**src/rtl/fla_pkg.sv**
```systemverilog
// ----------------------------------------------------------------------------
// fla_pkg
// Shared types and constants of the free-list allocator: field widths, reset
// values of the configuration registers, action and status codes, and the
// sequencer states.
// ----------------------------------------------------------------------------
package fla_pkg;

  localparam int DEF_MAX_FREE_BLOCKS = 16;
  localparam int DEF_ADDR_WIDTH      = 16;

  localparam int FIELD_W     = 16;
  localparam int COUNT_W     = 5;
  localparam int ACTION_W    = 2;
  localparam int STATUS_W    = 2;
  localparam int IN_TDATA_W  = 32;
  localparam int OUT_TDATA_W = 40;
  localparam int CFG_ADDR_W  = 2;
  localparam int CFG_DATA_W  = 16;

  localparam logic [CFG_ADDR_W-1:0] CFG_FIT_POLICY = 2'd0;
  localparam logic [CFG_ADDR_W-1:0] CFG_OS_START   = 2'd1;
  localparam logic [CFG_ADDR_W-1:0] CFG_OS_SIZE    = 2'd2;
  localparam logic [CFG_ADDR_W-1:0] CFG_USER_SIZE  = 2'd3;

  localparam logic               RST_FIT_POLICY = 1'b0;
  localparam logic [FIELD_W-1:0] RST_OS_START   = 16'd0;
  localparam logic [FIELD_W-1:0] RST_OS_SIZE    = 16'd4096;
  localparam logic [FIELD_W-1:0] RST_USER_SIZE  = 16'd61440;
  localparam logic [FIELD_W-1:0] USED_MAX       = 16'hFFFF;

  typedef enum logic [ACTION_W-1:0] {
    ACT_ALLOC   = 2'd0,
    ACT_RELEASE = 2'd1,
    ACT_RESTORE = 2'd2
  } action_t;

  typedef enum logic [STATUS_W-1:0] {
    STAT_OK     = 2'd0,
    STAT_NO_FIT = 2'd1,
    STAT_FULL   = 2'd2
  } status_t;

  typedef enum logic [3:0] {
    S_INIT,
    S_IDLE,
    S_SCAN,
    S_ALLOC_UPD,
    S_REL_HI,
    S_REL_INS,
    S_SHDN,
    S_SHUP,
    S_RESP
  } state_t;

endpackage

```
**src/rtl/fla_ram.sv**
```systemverilog
// ----------------------------------------------------------------------------
// fla_ram
// Generic simple dual-port RAM: one write port and one read port with a
// registered read.
// ----------------------------------------------------------------------------
module fla_ram #(
  parameter int WIDTH = 32,
  parameter int DEPTH = 16
) (
  input  logic                     clk,
  input  logic                     we,
  input  logic [$clog2(DEPTH)-1:0] waddr,
  input  logic [WIDTH-1:0]         wdata,
  input  logic [$clog2(DEPTH)-1:0] raddr,
  output logic [WIDTH-1:0]         rdata
);

  logic [WIDTH-1:0] mem [DEPTH];
  logic [WIDTH-1:0] rdata_r;

  always_ff @(posedge clk) begin
    if (we) begin
      mem[waddr] <= wdata;
    end
    rdata_r <= mem[raddr];
  end

  assign rdata = rdata_r;

endmodule

```
**src/rtl/free_list_allocator.sv**
```systemverilog
// ----------------------------------------------------------------------------
// free_list_allocator
// Address-ordered free-region table with first-fit or best-fit allocation,
// coalescing release and restore of the initial pool.
// ----------------------------------------------------------------------------
//  Channel  Direction  Ports                          Contents
//  in       slave      in_tvalid/tready/tdata/tuser   one request item
//  out      master     out_tvalid/tready/tdata        one result item per request
//  cfg      write      cfg_we/cfg_addr/cfg_wdata      policy and pool geometry
//
//  The region table sits in a RAM with one read and one write port, so every
//  pass over the table moves one entry per cycle. An allocate scans the table
//  and, when an exact fit removes an entry, shifts the entries behind it one
//  place toward the front. A release scans to its insert or merge point and
//  may shift entries to open or close a gap; a restore rewrites entry zero.
//  After reset the table entry zero is written in S_INIT before in_tready
//  rises. A stalled result waits in the output register; the next item is
//  accepted meanwhile but its result waits until the register is free.
// ----------------------------------------------------------------------------
module free_list_allocator
  import fla_pkg::*;
#(
  parameter int MAX_FREE_BLOCKS = DEF_MAX_FREE_BLOCKS,
  parameter int ADDR_WIDTH      = DEF_ADDR_WIDTH
) (
  input  logic                   clk,
  input  logic                   rst_n,
  input  logic                   in_tvalid,
  output logic                   in_tready,
  input  logic [IN_TDATA_W-1:0]  in_tdata,   // req_size, block_start
  input  logic [ACTION_W-1:0]    in_tuser,   // action
  output logic                   out_tvalid,
  input  logic                   out_tready,
  output logic [OUT_TDATA_W-1:0] out_tdata,  // status, granted_start, used_total, free_blocks
  input  logic                   cfg_we,
  input  logic [CFG_ADDR_W-1:0]  cfg_addr,
  input  logic [CFG_DATA_W-1:0]  cfg_wdata
);

  localparam int AW = ADDR_WIDTH;
  localparam int IW = $clog2(MAX_FREE_BLOCKS);
  localparam int CW = $clog2(MAX_FREE_BLOCKS + 1);
  localparam logic [CW-1:0] MAX_CNT = CW'(MAX_FREE_BLOCKS);

  // Configuration registers.
  logic               fit_policy_r;
  logic [FIELD_W-1:0] os_start_r;
  logic [FIELD_W-1:0] os_size_r;
  logic [FIELD_W-1:0] user_size_r;

  always_ff @(posedge clk) begin
    if (!rst_n) begin
      fit_policy_r <= RST_FIT_POLICY;
      os_start_r   <= RST_OS_START;
      os_size_r    <= RST_OS_SIZE;
      user_size_r  <= RST_USER_SIZE;
    end else if (cfg_we) begin
      case (cfg_addr)
        CFG_FIT_POLICY: fit_policy_r <= cfg_wdata[0];
        CFG_OS_START:   os_start_r   <= cfg_wdata;
        CFG_OS_SIZE:    os_size_r    <= cfg_wdata;
        CFG_USER_SIZE:  user_size_r  <= cfg_wdata;
        default: ;
      endcase
    end
  end

  // Sequencer state.
  state_t               state_r, state_nxt;
  logic [CW-1:0]        idx_r, idx_nxt;
  logic                 pend_vld_r, pend_vld_nxt;
  logic [IW-1:0]        pend_idx_r, pend_idx_nxt;
  action_t              act_r, act_nxt;
  logic [AW-1:0]        req_r, req_nxt;
  logic [AW-1:0]        bs_r, bs_nxt;
  logic [AW:0]          e_r, e_nxt;
  logic                 found_r, found_nxt;
  logic [IW-1:0]        pick_idx_r, pick_idx_nxt;
  logic [AW-1:0]        pick_start_r, pick_start_nxt;
  logic [AW-1:0]        pick_size_r, pick_size_nxt;
  logic [AW-1:0]        lo_sum_r, lo_sum_nxt;
  logic [CW-1:0]        ins_idx_r, ins_idx_nxt;
  status_t              status_r, status_nxt;
  logic [FIELD_W-1:0]   grant_r, grant_nxt;
  logic [FIELD_W-1:0]   used_r, used_nxt;
  logic [CW-1:0]        count_r, count_nxt;
  logic                 resp_r, resp_nxt;
  logic                 out_valid_r, out_valid_nxt;
  logic [OUT_TDATA_W-1:0] out_data_r, out_data_nxt;

  // Region RAM, start in the upper half of each word.
  logic            ram_we;
  logic [IW-1:0]   ram_waddr;
  logic [2*AW-1:0] ram_wdata;
  logic [IW-1:0]   ram_raddr;
  logic [2*AW-1:0] ram_rdata;

  fla_ram #(
    .WIDTH (2 * AW),
    .DEPTH (MAX_FREE_BLOCKS)
  ) u_region_ram (
    .clk   (clk),
    .we    (ram_we),
    .waddr (ram_waddr),
    .wdata (ram_wdata),
    .raddr (ram_raddr),
    .rdata (ram_rdata)
  );

  logic [AW-1:0]      rd_start;
  logic [AW-1:0]      rd_size;
  logic [AW:0]        rd_end;
  logic               rd_fits;
  logic [FIELD_W-1:0] z16;
  logic [FIELD_W:0]   used_sum;
  logic [FIELD_W-1:0] used_add;
  logic [FIELD_W-1:0] used_sub;
  logic [FIELD_W-1:0] used_upd;
  logic [FIELD_W:0]   pool_start;
  logic               issue_up;
  logic               issue_dn;

  assign rd_start   = ram_rdata[2*AW-1:AW];
  assign rd_size    = ram_rdata[AW-1:0];
  assign rd_end     = {1'b0, rd_start} + {1'b0, rd_size};
  assign rd_fits    = rd_size >= req_r;
  assign z16        = FIELD_W'(req_r);
  assign used_sum   = {1'b0, used_r} + {1'b0, z16};
  assign used_add   = used_sum[FIELD_W] ? USED_MAX : used_sum[FIELD_W-1:0];
  assign used_sub   = (used_r >= z16) ? (used_r - z16) : '0;
  assign used_upd   = (act_r == ACT_ALLOC) ? used_add : used_sub;
  assign pool_start = {1'b0, os_start_r} + {1'b0, os_size_r};
  assign issue_up   = idx_r < count_r;
  assign issue_dn   = idx_r > ins_idx_r;

  assign in_tready  = (state_r == S_IDLE);
  assign out_tvalid = out_valid_r;
  assign out_tdata  = out_data_r;

  always_comb begin
    state_nxt      = state_r;
    idx_nxt        = idx_r;
    pend_vld_nxt   = pend_vld_r;
    pend_idx_nxt   = pend_idx_r;
    act_nxt        = act_r;
    req_nxt        = req_r;
    bs_nxt         = bs_r;
    e_nxt          = e_r;
    found_nxt      = found_r;
    pick_idx_nxt   = pick_idx_r;
    pick_start_nxt = pick_start_r;
    pick_size_nxt  = pick_size_r;
    lo_sum_nxt     = lo_sum_r;
    ins_idx_nxt    = ins_idx_r;
    status_nxt     = status_r;
    grant_nxt      = grant_r;
    used_nxt       = used_r;
    count_nxt      = count_r;
    resp_nxt       = resp_r;
    out_valid_nxt  = out_valid_r && !out_tready;
    out_data_nxt   = out_data_r;
    ram_we         = 1'b0;
    ram_waddr      = '0;
    ram_wdata      = '0;
    ram_raddr      = idx_r[IW-1:0];

    case (state_r)
      S_INIT: begin
        ram_we    = 1'b1;
        ram_waddr = '0;
        ram_wdata = {AW'(pool_start), AW'(user_size_r)};
        count_nxt = CW'(1);
        used_nxt  = os_size_r;
        state_nxt = resp_r ? S_RESP : S_IDLE;
      end

      S_IDLE: begin
        if (in_tvalid) begin
          act_nxt      = action_t'(in_tuser);
          req_nxt      = AW'(in_tdata[FIELD_W-1:0]);
          bs_nxt       = AW'(in_tdata[2*FIELD_W-1:FIELD_W]);
          e_nxt        = {1'b0, AW'(in_tdata[2*FIELD_W-1:FIELD_W])}
                       + {1'b0, AW'(in_tdata[FIELD_W-1:0])};
          idx_nxt      = '0;
          pend_vld_nxt = 1'b0;
          found_nxt    = 1'b0;
          status_nxt   = STAT_OK;
          grant_nxt    = '0;
          resp_nxt     = 1'b0;
          case (in_tuser)
            ACT_ALLOC, ACT_RELEASE: state_nxt = S_SCAN;
            ACT_RESTORE: begin
              resp_nxt  = 1'b1;
              state_nxt = S_INIT;
            end
            default: state_nxt = S_RESP;
          endcase
        end
      end

      // One entry is read per cycle; its data is judged once the registered read returns it.
      S_SCAN: begin
        pend_vld_nxt = issue_up;
        pend_idx_nxt = idx_r[IW-1:0];
        if (issue_up) begin
          idx_nxt = idx_r + 1'b1;
        end
        if (pend_vld_r && act_r == ACT_ALLOC) begin
          if (rd_fits && (!found_r || rd_size < pick_size_r || !fit_policy_r)) begin
            found_nxt      = 1'b1;
            pick_idx_nxt   = pend_idx_r;
            pick_start_nxt = rd_start;
            pick_size_nxt  = rd_size;
          end
          if (rd_fits && !fit_policy_r) begin
            pend_vld_nxt = 1'b0;
            state_nxt    = S_ALLOC_UPD;
          end
        end else if (pend_vld_r) begin
          if ({1'b0, rd_start} > e_r) begin
            ins_idx_nxt  = CW'(pend_idx_r);
            pend_vld_nxt = 1'b0;
            state_nxt    = S_REL_INS;
          end else if (rd_end == {1'b0, bs_r}) begin
            // Keep the read of the next entry in flight for the upper merge.
            pick_idx_nxt   = pend_idx_r;
            pick_start_nxt = rd_start;
            lo_sum_nxt     = rd_size + req_r;
            state_nxt      = S_REL_HI;
          end else if (e_r == {1'b0, rd_start}) begin
            ram_we       = 1'b1;
            ram_waddr    = pend_idx_r;
            ram_wdata    = {bs_r, AW'(rd_size + req_r)};
            used_nxt     = used_upd;
            pend_vld_nxt = 1'b0;
            state_nxt    = S_RESP;
          end
        end else if (!issue_up) begin
          if (act_r == ACT_ALLOC) begin
            if (found_r) begin
              state_nxt = S_ALLOC_UPD;
            end else begin
              status_nxt = STAT_NO_FIT;
              state_nxt  = S_RESP;
            end
          end else begin
            ins_idx_nxt = count_r;
            state_nxt   = S_REL_INS;
          end
        end
      end

      S_ALLOC_UPD: begin
        grant_nxt = FIELD_W'(pick_start_r);
        if (pick_size_r > req_r) begin
          ram_we    = 1'b1;
          ram_waddr = pick_idx_r;
          ram_wdata = {AW'(pick_start_r + req_r), AW'(pick_size_r - req_r)};
          used_nxt  = used_upd;
          state_nxt = S_RESP;
        end else begin
          idx_nxt      = CW'(pick_idx_r) + 1'b1;
          pend_vld_nxt = 1'b0;
          state_nxt    = S_SHDN;
        end
      end

      S_REL_HI: begin
        ram_we    = 1'b1;
        ram_waddr = pick_idx_r;
        if (pend_vld_r && e_r == {1'b0, rd_start}) begin
          ram_wdata    = {pick_start_r, AW'(lo_sum_r + rd_size)};
          idx_nxt      = CW'(pick_idx_r) + CW'(2);
          pend_vld_nxt = 1'b0;
          state_nxt    = S_SHDN;
        end else begin
          ram_wdata    = {pick_start_r, lo_sum_r};
          used_nxt     = used_upd;
          pend_vld_nxt = 1'b0;
          state_nxt    = S_RESP;
        end
      end

      S_REL_INS: begin
        if (count_r >= MAX_CNT) begin
          status_nxt = STAT_FULL;
          state_nxt  = S_RESP;
        end else begin
          idx_nxt      = count_r;
          pend_vld_nxt = 1'b0;
          state_nxt    = S_SHUP;
        end
      end

      // Close the gap: each entry moves one place toward the front.
      S_SHDN: begin
        if (pend_vld_r) begin
          ram_we    = 1'b1;
          ram_waddr = IW'(pend_idx_r - 1'b1);
          ram_wdata = ram_rdata;
        end
        pend_vld_nxt = issue_up;
        pend_idx_nxt = idx_r[IW-1:0];
        if (issue_up) begin
          idx_nxt = idx_r + 1'b1;
        end
        if (!pend_vld_r && !issue_up) begin
          count_nxt = count_r - 1'b1;
          used_nxt  = used_upd;
          state_nxt = S_RESP;
        end
      end

      // Open a gap at the insert point, moving entries from the back.
      S_SHUP: begin
        ram_raddr = IW'(idx_r - 1'b1);
        if (pend_vld_r) begin
          ram_we    = 1'b1;
          ram_waddr = IW'(pend_idx_r + 1'b1);
          ram_wdata = ram_rdata;
        end
        pend_vld_nxt = issue_dn;
        pend_idx_nxt = IW'(idx_r - 1'b1);
        if (issue_dn) begin
          idx_nxt = idx_r - 1'b1;
        end
        if (!pend_vld_r && !issue_dn) begin
          ram_we    = 1'b1;
          ram_waddr = IW'(ins_idx_r);
          ram_wdata = {bs_r, req_r};
          count_nxt = count_r + 1'b1;
          used_nxt  = used_upd;
          state_nxt = S_SHUP == S_SHUP ? S_RESP : S_RESP;
        end
      end

      S_RESP: begin
        if (!out_valid_r || out_tready) begin
          out_valid_nxt = 1'b1;
          out_data_nxt  = {1'b0, COUNT_W'(count_r), used_r, grant_r, status_r};
          state_nxt     = S_IDLE;
        end
      end

      default: state_nxt = S_IDLE;
    endcase
  end

  always_ff @(posedge clk) begin
    if (!rst_n) begin
      state_r     <= S_INIT;
      pend_vld_r  <= 1'b0;
      count_r     <= '0;
      used_r      <= '0;
      resp_r      <= 1'b0;
      out_valid_r <= 1'b0;
    end else begin
      state_r     <= state_nxt;
      pend_vld_r  <= pend_vld_nxt;
      count_r     <= count_nxt;
      used_r      <= used_nxt;
      resp_r      <= resp_nxt;
      out_valid_r <= out_valid_nxt;
    end
  end

  always_ff @(posedge clk) begin
    idx_r        <= idx_nxt;
    pend_idx_r   <= pend_idx_nxt;
    act_r        <= act_nxt;
    req_r        <= req_nxt;
    bs_r         <= bs_nxt;
    e_r          <= e_nxt;
    found_r      <= found_nxt;
    pick_idx_r   <= pick_idx_nxt;
    pick_start_r <= pick_start_nxt;
    pick_size_r  <= pick_size_nxt;
    lo_sum_r     <= lo_sum_nxt;
    ins_idx_r    <= ins_idx_nxt;
    status_r     <= status_nxt;
    grant_r      <= grant_nxt;
    out_data_r   <= out_data_nxt;
  end

`ifndef NO_ASSERTIONS
  a_count_bound: assert property (@(posedge clk) disable iff (!rst_n)
    count_r <= MAX_CNT)
    else $error("free region count exceeds the table depth");

  a_shdn_index: assert property (@(posedge clk) disable iff (!rst_n)
    (state_r == S_SHDN && pend_vld_r) |-> (pend_idx_r != '0))
    else $error("table compaction would write below entry zero");

  a_full_no_change: assert property (@(posedge clk) disable iff (!rst_n)
    (state_r == S_REL_INS && count_r >= MAX_CNT) |=>
      (state_r == S_RESP && $stable(count_r) && $stable(used_r)))
    else $error("release into a full table changed the table");

  a_one_at_a_time: assert property (@(posedge clk) disable iff (!rst_n)
    (in_tvalid && in_tready) |=> !in_tready)
    else $error("a new item was accepted while one is still in work");
`endif

endmodule
```
**config.mk**
```make
export PLATFORM = sky130hd
export DESIGN_NAME = free_list_allocator
export DESIGN_NICKNAME = d
export VERILOG_FILES = /design/src/rtl/fla_pkg.sv /design/src/rtl/fla_ram.sv /design/src/rtl/free_list_allocator.sv
export SDC_FILE = /design/constraint.sdc
export NUM_CORES = 1
export LEC_CHECK = 0
export BUFFER_PORTS_ARGS = -buffer_cell sky130_fd_sc_hd__buf_2
export CAP_MARGIN = 15
export CORE_ASPECT_RATIO = 0.8
export CORE_MARGIN = 4
export CORE_UTILIZATION = 45
export CTS_BUF_LIST = sky130_fd_sc_hd__clkbuf_4
export DETAILED_ROUTE_END_ITERATION = 10
export GPL_TIMING_DRIVEN = 0
export SYNTH_ARGS = -nofsm -noshare
export SYNTH_HDL_FRONTEND = slang
export SYNTH_SLANG_ARGS = --single-unit
```
**constraint.sdc**
```tcl
create_clock -name clk -period 6.4 [get_ports clk]
set_clock_uncertainty 0.2 [all_clocks]
set_input_delay 0.96 -clock clk [delete_from_list [all_inputs] [get_ports clk]]
set_output_delay 0.96 -clock clk [all_outputs]
set_load 0.02 [all_outputs]
```
==> results.json <==
{
  "status": "finished clean",
  "grt_pass1_vias": 27470,
  "globalplace.congestion": 0.9930,
  "fillers": 7212,
  "drive_gt1_frac": 0.1876,
  "timing.setup.tns_ps": 0,
  "pin_count": 99,
  "worst_hold_path_type": "primary input to flop",
  "sw_frac_of_total": 0.3784,
  "die_x_um": 335.3,
  "synthSimpleGateAreaFrac": 0.09651,
  "viasPerCell": 6.012,
  "hold_depth": 4,
  "path_clk_slew_ps": 60,
  "p_seq_frac": 0.400,
  "cp-startpoint": "u_region_ram.rdata[8]",
  "grt_max_degree": 47,
  "wl_um": 117200,
  "drtIter0Drc": 3438,
  "fmaxAchievable_mhz": 157.8,
  "dieHeight_um": 269.9,
  "start_util": 0.4564,
  "reg2reg_from": "u_region_ram.rdata[8]",
  "worstMarginPinSlew_ps": 1209,
  "rsz0062_at_grt": "no",
  "synth_fa_ha_area_frac": 0.07170,
  "clk_latency_ps": 1090,
  "area_growth_pct": 15.34,
  "cap_violations": 0,
  "path_max_fanout": 21,
  "synth_flop_cell": "edfxtp_1",
  "finalNetCount": 3644,
  "gr-total-overflow": 0,
  "ys_ff_latch": 796,
  "vias": 27920,
  "cp.required_ps": 6950,
  "pwr-share-comb": 0.356,
  "ys_warn_count": 0,
  "r2r_setup_slack_ps": 60,
  "hold_violations": 0,
  "numPortBuffers": 97,
  "p_switching_mw": 6.784,
  "holdPathEnd": "fit_policy_r",
  "final_common_cell": "edfxtp_1",
  "endpoint_kind": "flop",
  "setup_viol": 0,
  "grt_util_met3": 0.05861,
  "synth_top_family_by_area": "compound AO/OA/AOI/OAI gates",
  "fin_cells": 4645,
  "syn_nets": 3239,
  "synthXorXnorAreaFrac": 0.02657,
  "hpwl_um": 87230,
  "cts_sinks": 796,
  "ir_worst_vdd_uv": 189.7,
  "use_met2": 0.3804,
  "slew_headroom": 0.1911,
  "busiest_layer": "met2",
  "intPower_mw": 11.14,
  "async_reset_ff_frac": 0,
  "route.detailed.drc": 0,
  "grt_usage": 0.2564,
  "cts_buffers": 196,
  "slew_violations": 0,
  "cts_tree": "done",
  "antenna_left": 0,
  "muxShareOfSynthArea": 0.07792,
  "syn_area_mm2": 0.03857,
  "ys_types": 87,
  "multi_input_area_mm2": 0.01495,
  "worst-setup-path-type": "flop to flop",
  "power_density_mw_per_mm2": 403.0,
  "hold-worst-slack_ps": 105.7,
  "antenna_found_initial": 2,
  "firstDrtPassIters": 8,
  "use_met1": 0.3778,
  "wl_per_cell_um": 25.24,
  "dp.cells": 4223,
  "clock_path_buffers": 3,
  "hp-start": "cfg_addr[1]",
  "synth_seq_area_share": 0.5915,
  "leakage_nw": 16.54,
  "synthCells": 2967,
  "timing.rr.end": "u_region_ram.mem[2][28]",
  "rows": 95,
  "period_minus_slack_ps": 6337,
  "grt_pass1_wl_um": 173000,
  "place_area_mm2": 0.04118,
  "post-route-period-util": 0.9901,
  "cts-root-buf": "clkbuf_4",
  "synth-edff-count": 687,
  "dieArea_mm2": 0.09048,
  "htreeDepth": 4,
  "final_area_mm2": 0.04448,
  "syn_avg_cell_area_um2": 13.00,
  "ff_latch_area_mm2": 0.02281,
  "final_cell_mix": "687 x edfxtp_1, 372 x nand2_1, 299 x clkbuf_4, 205 x ha_1, 183 x a21oi_1",
  "synth_compound_gate_area_share": 0.1109,
  "core_mm2": 0.08451,
  "cp.arrival_ps": 6880,
  "critPathLaunchType": "flop",
  "power_frac_clock": 0.244,
  "worstRegToRegCells": 12
}
[repair_timing]
action / 4_1_cts / 5_1_grt
setup buffers: 2 / 4
pin swaps: 2 / 3
endpoints found under the setup margin: 46 / 82
hold endpoints to repair: 88 / 0
gates resized for setup: 1 / 6
hold buffers: 52 / 0
[flip-flops by register name, summed over array words and instances, names as in the netlist, 17 cells and up]
signal,flops
e_r,17
out_tdata,39
u_region_ram.mem,512
u_region_ram.rdata,32
[worst max-delay path, stage by stage (launching register included)]
cell	delay, ps
dfxtp_1	800
ha_1	450
a21oi_1	300
o21ai_0	290
a211oi_1	360
nand4_1	130
nor4_1	280
nand4_1	600
o311a_4	610
clkbuf_1	350
a221o_1	620
nor2_4	750
buf_16	240
[worst max-delay path by stage]
stage | end | cells past startpoint
global route | u_region_ram.mem[2][28] | 12
finish | u_region_ram.mem[2][28] | 12
floorplan | u_region_ram.mem[0][0] | 11
CTS | u_region_ram.mem[13][2] | 11
detailed placement | u_region_ram.mem[12][26] | 15
global placement | u_region_ram.mem[12][26] | 12
[Yosys cell counts (all sizes together) (45+ instances only)]
cell / count / area (um^2)
dfxtp: 109 / 2182
edfxtp: 687 / 20630
nor2: 147 / 551.8
xnor2: 74 / 648.1
clkbuf: 101 / 379.1
inv: 125 / 469.2
mux4: 128 / 2883
o21ai: 100 / 500.5
and3: 45 / 281.5
a31oi: 52 / 325.3
a21oi: 183 / 915.9
nor3: 57 / 290.3
ha: 205 / 2565
nand2: 372 / 1396
[through the flow]
stage / power (mW) / setup WS [ps] / utilization
global placement: 13.19 / -3724 / 0.4786
global route: 18.89 / 18.28 / 0.5263
detailed placement: 13.41 / -114.5 / 0.4873
floorplan: 11.11 / 394.5 / -
CTS: 17.87 / 101.1 / 0.5243
finish: 17.93 / 63.38 / 0.5263
[per-layer routing]
metal,wire length (um),vias up,part of all wire
li1,-,12320,-
met1,51840,13910,0.44
met2,51080,1496,0.44
met3,11550,196,0.098
met4,2773,0,0.024
met5,0,-,0
[cell type report]
type / count / area share
Multi-Input combinational cell: 1921 / 0.3360
Tap cell: 1115 / 0.03136
Buffer: 123 / 0.01080
Sequential cell: 796 / 0.5129
Clock buffer: 299 / 0.05046
Timing Repair Buffer: 207 / 0.03949
Clock inverter: 50 / 0.007791
Antenna cell: 7 / 0.0003938
Inverter: 127 / 0.01080
[cells by family after synthesis]
kind of cell | after synthesis
flip-flops | 796
multiplexers | 140
XOR/XNOR | 117
buffers and inverters | 250
other | 1
adder cells (fa/ha/maj) | 215
AND/OR/NAND/NOR | 811
AO/OA/AOI/OAI | 637
[power by group through the flow]
stage | Sequential [mW] | Combinational (mW) | Clock (mW)
floorplan | 6.93 | 4.18 | 0
global placement | 7.29 | 5.90 | 0
detailed placement | 7.24 | 6.16 | 0
CTS | 7.13 | 6.25 | 4.49
global route | 7.18 | 6.93 | 4.78
finish | 7.17 | 6.38 | 4.37
No activity file was read; power rests on OpenSTA's default activity.
